$ cat config.mk
export PLATFORM = sky130hd
export DESIGN_NAME = sql_injection_pattern_classifier_top
export DESIGN_NICKNAME = d
export VERILOG_FILES = /design/src/sv/sqlipc_pkg.sv /design/src/sv/sql_injection_pattern_classifier_top.sv
export SDC_FILE = /design/constraint.sdc
export NUM_CORES = 1
export LEC_CHECK = 0
export BUFFER_PORTS_ARGS = -buffer_cell sky130_fd_sc_hd__clkbuf_2
export CAP_MARGIN = 30
export CORE_UTILIZATION = 45
export DETAILED_ROUTE_END_ITERATION = 10
export GPL_ROUTABILITY_DRIVEN = 0
export GPL_TIMING_DRIVEN = 0
export SLEW_MARGIN = 20
export SYNTH_ARGS = -nofsm -noshare
export SYNTH_HDL_FRONTEND = slang
export SYNTH_SLANG_ARGS = --single-unit
export TNS_END_PERCENT = 20
$ cat constraint.sdc
create_clock -name i_clk -period 3.2 [get_ports i_clk]
set_input_delay 0.32 -clock i_clk [delete_from_list [all_inputs] [get_ports i_clk]]
set_output_delay 0.32 -clock i_clk [all_outputs]
set_load 0.005 [all_outputs]
$ cat src/sv/sqlipc_pkg.sv
// shared types, pattern tables and verdict codes for the sql injection pattern classifier
// used by sql_injection_pattern_classifier_top; no dependencies
package sqlipc_pkg;

    localparam int NPAT   = 15;
    localparam int PATMAX = 18;
    localparam int LENW   = 5;

    // input transaction: one query byte
    typedef struct packed {
        logic [7:0] ch;
        logic       last;
    } t_in;

    // output transaction: one verdict per query
    typedef struct packed {
        logic [1:0] severity;
        logic [1:0] category;
        logic [2:0] rule_hit;
    } t_out;

    // severity codes
    localparam logic [1:0] SEV_NONE     = 2'd0;
    localparam logic [1:0] SEV_HIGH     = 2'd1;
    localparam logic [1:0] SEV_CRITICAL = 2'd2;

    // category codes
    localparam logic [1:0] CAT_NONE   = 2'd0;
    localparam logic [1:0] CAT_INJECT = 2'd1;
    localparam logic [1:0] CAT_UNAUTH = 2'd2;

    // rule codes
    localparam logic [2:0] RULE_NONE      = 3'd0;
    localparam logic [2:0] RULE_CATALOG   = 3'd1;
    localparam logic [2:0] RULE_DDL_FILE  = 3'd2;
    localparam logic [2:0] RULE_STACKED   = 3'd3;
    localparam logic [2:0] RULE_UNION     = 3'd4;
    localparam logic [2:0] RULE_TAUTOLOGY = 3'd5;

    // pattern text, right aligned: first character sits in the highest used byte
    localparam logic [PATMAX*8-1:0] PAT_TEXT [NPAT] = '{
        {"information", "_", "schema"},
        {"pg_", "catalog"},
        {"pg_", "shadow"},
        {"pg_", "authid"},
        "drop table",
        "drop database",
        "grant ",
        " into outfile",
        "copy ",
        {"load", "_file"},
        "union",
        "select",
        "or 1=1",
        "or '1'='1",
        "or 1 = 1"
    };

    localparam logic [LENW-1:0] PAT_LEN [NPAT] = '{
        5'd18, 5'd10, 5'd9, 5'd9, 5'd10, 5'd13, 5'd6, 5'd13,
        5'd5,  5'd9,  5'd5, 5'd6, 5'd6,  5'd9,  5'd8
    };

    // pattern groups as masks over the found flags
    localparam logic [NPAT-1:0] GRP_CATALOG   = 15'h000F;
    localparam logic [NPAT-1:0] GRP_DDL_FILE  = 15'h03F0;
    localparam logic [NPAT-1:0] GRP_UNION     = 15'h0400;
    localparam logic [NPAT-1:0] GRP_SELECT    = 15'h0800;
    localparam logic [NPAT-1:0] GRP_TAUTOLOGY = 15'h7000;

    // ascii lower-case fold, only A..Z change
    function automatic logic [7:0] fold(input logic [7:0] c);
        logic [7:0] r;
        r = c;
        if (c >= 8'h41 && c <= 8'h5A) begin
            r = c + 8'd32;
        end
        return r;
    endfunction

    // whitespace: tab through carriage return, and space
    function automatic logic is_ws(input logic [7:0] c);
        return (c == 8'h20) || (c >= 8'h09 && c <= 8'h0D);
    endfunction

endpackage

$ cat src/sv/sql_injection_pattern_classifier_top.sv
// top level of the sql injection pattern classifier: shift-and matchers and verdict register
// depends on sqlipc_pkg (types, pattern tables, codes)
//
//  channel | direction | payload        | handshake
//  --------+-----------+----------------+------------------------------
//  in      | input     | t_in  ch, last | i_in_valid / o_in_ready
//  out     | output    | t_out verdict  | o_out_valid / i_out_ready
//
// one query byte is taken every cycle while o_in_ready is high; all fifteen matchers and the semicolon
// tracker update in the same cycle from the match state registers
// the verdict lands in the output register in the cycle after the last byte is taken
// reset is synchronous, active low, and clears match state and output valid
// input stalls only while a verdict is held and the output side is not ready
module sql_injection_pattern_classifier_top (
    input  logic              i_clk,
    input  logic              i_rst_n,
    input  logic              i_in_valid,
    output logic              o_in_ready,
    input  sqlipc_pkg::t_in   i_in_data,
    output logic              o_out_valid,
    input  logic              i_out_ready,
    output sqlipc_pkg::t_out  o_out_data
);

    logic [sqlipc_pkg::PATMAX-1:0] r_progress [sqlipc_pkg::NPAT];
    logic [sqlipc_pkg::PATMAX-1:0] n_progress [sqlipc_pkg::NPAT];
    logic [sqlipc_pkg::NPAT-1:0]   r_found;
    logic [sqlipc_pkg::NPAT-1:0]   n_found;
    logic                          r_after_semi;
    logic                          n_after_semi;
    logic                          r_stacked;
    logic                          n_stacked;
    logic                          r_out_valid;
    sqlipc_pkg::t_out              r_out_data;
    sqlipc_pkg::t_out              n_verdict;
    logic                          in_acc;
    logic [7:0]                    lc;

    // input is taken unless a verdict waits and the output side stalls
    assign o_in_ready  = !r_out_valid || i_out_ready;
    assign in_acc      = i_in_valid && o_in_ready;
    assign o_out_valid = r_out_valid;
    assign o_out_data  = r_out_data;
    assign lc          = sqlipc_pkg::fold(i_in_data.ch);

    // shift-and step for every pattern
    always_comb begin
        logic [sqlipc_pkg::PATMAX-1:0] eq;
        int len;
        n_found = r_found;
        for (int p = 0; p < sqlipc_pkg::NPAT; p++) begin
            eq  = '0;
            len = int'(sqlipc_pkg::PAT_LEN[p]);
            for (int i = 0; i < sqlipc_pkg::PATMAX; i++) begin
                if (i < len) begin
                    eq[i] = (sqlipc_pkg::PAT_TEXT[p][8*(len-1-i) +: 8] == lc);
                end
            end
            n_progress[p] = {r_progress[p][sqlipc_pkg::PATMAX-2:0], 1'b1} & eq;
            if (n_progress[p][len-1]) begin
                n_found[p] = 1'b1;
            end
        end
    end

    // stacked statement tracking
    always_comb begin
        n_stacked    = r_stacked || (r_after_semi && !sqlipc_pkg::is_ws(i_in_data.ch));
        n_after_semi = r_after_semi || (i_in_data.ch == 8'h3B);
    end

    // verdict priority
    always_comb begin
        n_verdict.severity = sqlipc_pkg::SEV_NONE;
        n_verdict.category = sqlipc_pkg::CAT_NONE;
        n_verdict.rule_hit = sqlipc_pkg::RULE_NONE;
        if (|(n_found & sqlipc_pkg::GRP_CATALOG)) begin
            n_verdict.severity = sqlipc_pkg::SEV_CRITICAL;
            n_verdict.category = sqlipc_pkg::CAT_UNAUTH;
            n_verdict.rule_hit = sqlipc_pkg::RULE_CATALOG;
        end else if (|(n_found & sqlipc_pkg::GRP_DDL_FILE)) begin
            n_verdict.severity = sqlipc_pkg::SEV_CRITICAL;
            n_verdict.category = sqlipc_pkg::CAT_UNAUTH;
            n_verdict.rule_hit = sqlipc_pkg::RULE_DDL_FILE;
        end else if (n_stacked) begin
            n_verdict.severity = sqlipc_pkg::SEV_CRITICAL;
            n_verdict.category = sqlipc_pkg::CAT_INJECT;
            n_verdict.rule_hit = sqlipc_pkg::RULE_STACKED;
        end else if ((|(n_found & sqlipc_pkg::GRP_UNION)) &&
                     (|(n_found & sqlipc_pkg::GRP_SELECT))) begin
            n_verdict.severity = sqlipc_pkg::SEV_CRITICAL;
            n_verdict.category = sqlipc_pkg::CAT_INJECT;
            n_verdict.rule_hit = sqlipc_pkg::RULE_UNION;
        end else if (|(n_found & sqlipc_pkg::GRP_TAUTOLOGY)) begin
            n_verdict.severity = sqlipc_pkg::SEV_HIGH;
            n_verdict.category = sqlipc_pkg::CAT_INJECT;
            n_verdict.rule_hit = sqlipc_pkg::RULE_TAUTOLOGY;
        end
    end

    // match state, cleared after the last byte of a query
    always_ff @(posedge i_clk) begin
        if (!i_rst_n) begin
            for (int p = 0; p < sqlipc_pkg::NPAT; p++) begin
                r_progress[p] <= '0;
            end
            r_found      <= '0;
            r_after_semi <= 1'b0;
            r_stacked    <= 1'b0;
        end else if (in_acc) begin
            if (i_in_data.last) begin
                for (int p = 0; p < sqlipc_pkg::NPAT; p++) begin
                    r_progress[p] <= '0;
                end
                r_found      <= '0;
                r_after_semi <= 1'b0;
                r_stacked    <= 1'b0;
            end else begin
                for (int p = 0; p < sqlipc_pkg::NPAT; p++) begin
                    r_progress[p] <= n_progress[p];
                end
                r_found      <= n_found;
                r_after_semi <= n_after_semi;
                r_stacked    <= n_stacked;
            end
        end
    end

    // output register
    always_ff @(posedge i_clk) begin
        if (!i_rst_n) begin
            r_out_valid <= 1'b0;
        end else if (in_acc && i_in_data.last) begin
            r_out_valid <= 1'b1;
        end else if (i_out_ready) begin
            r_out_valid <= 1'b0;
        end
    end

    always_ff @(posedge i_clk) begin
        if (in_acc && i_in_data.last) begin
            r_out_data <= n_verdict;
        end
    end

`ifndef SYNTH
    // a last byte always yields a verdict in the next cycle
    a_verdict_follows: assert property (@(posedge i_clk) disable iff (!i_rst_n)
        (in_acc && i_in_data.last) |=> r_out_valid)
        else $error("verdict missing after last byte");

    // match state is clear once a query ends
    a_state_cleared: assert property (@(posedge i_clk) disable iff (!i_rst_n)
        (in_acc && i_in_data.last) |=> (r_found == '0 && !r_after_semi && !r_stacked))
        else $error("match state not cleared after last byte");

    // a stacked statement needs an earlier semicolon
    a_stacked_semi: assert property (@(posedge i_clk) disable iff (!i_rst_n)
        r_stacked |-> r_after_semi)
        else $error("stacked flag without semicolon");

    // rule and severity agree on a clean verdict
    a_none_consistent: assert property (@(posedge i_clk) disable iff (!i_rst_n)
        r_out_valid |-> ((r_out_data.rule_hit == sqlipc_pkg::RULE_NONE) ==
                         (r_out_data.severity == sqlipc_pkg::SEV_NONE)))
        else $error("rule and severity disagree");
`endif

endmodule
==> flow_metrics.py <==
metrics = {
    "grt": {
        "met1_usage_pct": 28.50,
        "use_met3_pct": 6.639,
        "use_met2_pct": 34.91,
        "grt_pass1_vias": 3336,
        "antenna_found_initial": 0,
        "grt_pass1_wl_um": 18590,
        "overflow": 0,
        "grt.busiest_layer": "met2",
        "grt_max_degree": 34,
        "grt_use_total_pct": 22.28,
    },
    "detailed_routing": {
        "wl_per_cell_um": 20.36,
        "drt_iter0_drc": 213,
        "first_pass_iters": 5,
        "antenna_left": 0,
        "vias_per_cell": 5.758,
        "wirelength_um": 11930,
        "drc": 0,
        "via_count": 3374,
    },
    "clock_network": {
        "holdBufCountCts": 0,
        "cts_resized": 0,
        "cts_made_buffers": 17,
        "cts_root_buffer": "clkbuf_16",
        "cts_htree_levels": 4,
        "cts.path.max_buffers": 2,
        "cts_tree": "done",
        "postCtsSetupBuffers": 0,
        "clkLatencyLatePin_ns": 0.42,
        "clkSlewWorstSetupHoldPaths_ns": 0.05,
        "cts_sinks": 128,
    },
    "logic_synthesis": {
        "yosysMostFrequentCell": "edfxtp_1",
        "syn_area_um2": 5194,
        "synth-async-reset-ratio_pct": 0,
        "synth-seq-cells": 128,
        "synthTopCellsByArea": "edfxtp_1 (54%), dfxtp_1 (13%), and3_1 (5.3%), and2_1 (5.1%), a22o_1 (3.5%)",
        "yosysUniqueCellTypes": 47,
        "synth-simple-area-share_pct": 21.08,
        "yosys_warnings": 0,
        "ys_seq_area_share_pct": 67.26,
        "synth_adder_area_share_pct": 0.2409,
        "yosys.area.top_type": "edfxtp_1",
        "synth_top_area_share_pct": 53.77,
        "yosys-mux-area-fraction_pct": 0,
        "avgSynthCellArea_um2": 13.22,
        "syn-num-nets": 407,
        "synth_commonest_cells": "edfxtp_1 (93), and3_1 (44), and2_1 (42)",
        "synth_top_family_by_area": "simple AND/OR/NAND/NOR gates",
        "synth_ff_type": "edfxtp_1",
        "synth-xor-area-share_pct": 0,
        "synth_edf_count": 93,
        "synthCells": 393,
        "synth_compound_area_share_pct": 9.323,
    },
    "placement": {
        "dp_hpwl_um": 8019,
        "dp.cells": 553,
        "port_buffers": 19,
        "place_ws_ns": 0.3193,
    },
    "sta": {
        "post-route-period-util_pct": 86.19,
        "tightestPinTransition_ns": 0.9641,
        "relSlewSlack_pct": 35.13,
        "finalCriticalPeriod_ns": 2.758,
        "fmax_mhz": 362.6,
        "skew_ns": 0.007652,
        "grt_setup_unrepaired": "false",
        "finalMaxSlewViolations": 0,
        "final.setup.tns_ns": 0,
        "hold_viol": 0,
        "setup_viol": 0,
        "setup_ws_ns": 0.4420,
    },
    "pwr": {
        "power.density_nw_per_um2": 635.5,
        "ir_drop_v": 0.0004688,
        "cellLeakagePower_uw": 0.002468,
    },
    "worst_hold_path": {
        "holdCritPathClass": "in -> reg",
    },
    "die": {
        "design.die.area_um2": 11970,
        "die_h_um": 109.4,
        "coreArea_um2": 11030,
        "initial_core_util_pct": 47.08,
        "pin_count": 22,
        "die_x_um": 109.4,
        "num_rows": 38,
    },
    "finish": {
        "diodes": 0,
        "final_util_pct": 55.22,
        "stdcell_count": 586,
        "area_growth_syn_to_layout_pct": 17.27,
        "nNetsFinal": 447,
        "fill_cells": 936,
        "drive_gt1_share_pct": 14.80,
    },
    "worst_setup_path": {
        "cp-start-kind": "flip-flop",
        "path_class": "reg -> reg",
        "cp.required_ns": 3.48,
        "critPathArrivalTime_ns": 3.03,
        "path_max_fanout": 10,
        "worstSetupEndpointType": "flip-flop",
    },
    "status": {
        "outcome": "finished clean",
    },
    "flow_run": {
        "max_cap_viol_count": 0,
    },
}
## report_power, final
group          leakage, µW  switching [µW]  internal, µW
Combinational     0.000900             104          41.7
Sequential         0.00130            16.1          1830
Clock             0.000267             733          1140
## cell families (layout without fill, tap and decap cells)
group / Yosys count / after routing
AOI/OAI and AO/OA: 56 / 56
adders and majority gates: 1 / 1
buffers and inverters: 22 / 75
DFF: 128 / 128
and+or+nand+nor: 186 / 186
## registers in the layout (all words and copies together), names as in the netlist
signal	cells
r_after_semi	1
r_found	15
r_progress	103
r_stacked	1
o_out_valid	1
o_out_data	7
## per-stage QoR
| step | total power [µW] | hold WS [ns] | instance area, µm² |
|---|---|---|---|
| 2_1_floorplan | 1961 | 0.4165 | 5194 |
| 3_3_place_gp | 2016 | 0.4347 | 5464 |
| 3_5_place_dp | 2023 | 0.4335 | 5492 |
| 4_1_cts | 3880 | 0.1904 | 6063 |
| 5_1_grt | 3971 | 0.2185 | 6091 |
| 6_report | 3870 | 0.2022 | 6091 |
## path summary, 6_finish.rpt
path	slack [ns]	cells past startpoint	end	start
min	0.20	2	o_out_valid	i_rst_n
min reg2reg	0.44	2	r_progress[0][7]	r_progress[0][7]
max reg2reg	0.44	7	r_progress[1][19]	o_out_valid
max	0.44	7	r_progress[1][19]	o_out_valid
## cell type report
| cell class | count | area [µm²] | area share, % |
|---|---|---|---|
| Sequential cell | 128 | 3493 | 57.35 |
| Multi-Input combinational cell | 243 | 1592 | 26.13 |
| Clock buffer | 19 | 432.9 | 7.108 |
| Tap cell | 140 | 175.2 | 2.876 |
| Timing Repair Buffer | 21 | 150.1 | 2.465 |
| Clock inverter | 13 | 138.9 | 2.280 |
| Buffer | 18 | 93.84 | 1.541 |
| Inverter | 4 | 15.01 | 0.2465 |
## critical path: stages, from the launching register on
cell and delay [ns]:
dfxtp_1 0.30, nand2b_1 0.14, nand2_1 0.12, nor3b_1 0.60, nand3_2 0.27, nor3_1 0.40, clkbuf_1 0.56, and2_1 0.22
## routing by layer
layer	vias up	routed length, µm
li1	1572	-
met1	1673	5344
met2	111	5519
met3	18	717
met4	0	349
met5	-	0
## cell usage in the layout (no fill, tap or decap), types with 2 or more instances in the layout
cell and n:
and2_1 42, and3_1 44, nor4_1 5, a21oi_1 12, buf_2 3, buf_16 2, edfxtp_1 93, a21o_1 4
and4_1 2, nor3_1 9, clkbuf_1 14, nor2b_1 4, or4_1 4, a22o_1 21, nor2_1 28, bufinv_16 2
nand3_1 9, clkbuf_2 19, inv_1 3, clkinvlp_4 4, dfxtp_1 35, nor3b_1 5, buf_6 3, nand2_1 14
nor4b_1 3, nand2b_1 6, nand4bb_1 2, clkinv_2 2, a32o_1 5, clkinv_4 3, clkbuf_16 17, a41oi_1 2
No activity file was read; power rests on OpenSTA's default activity.
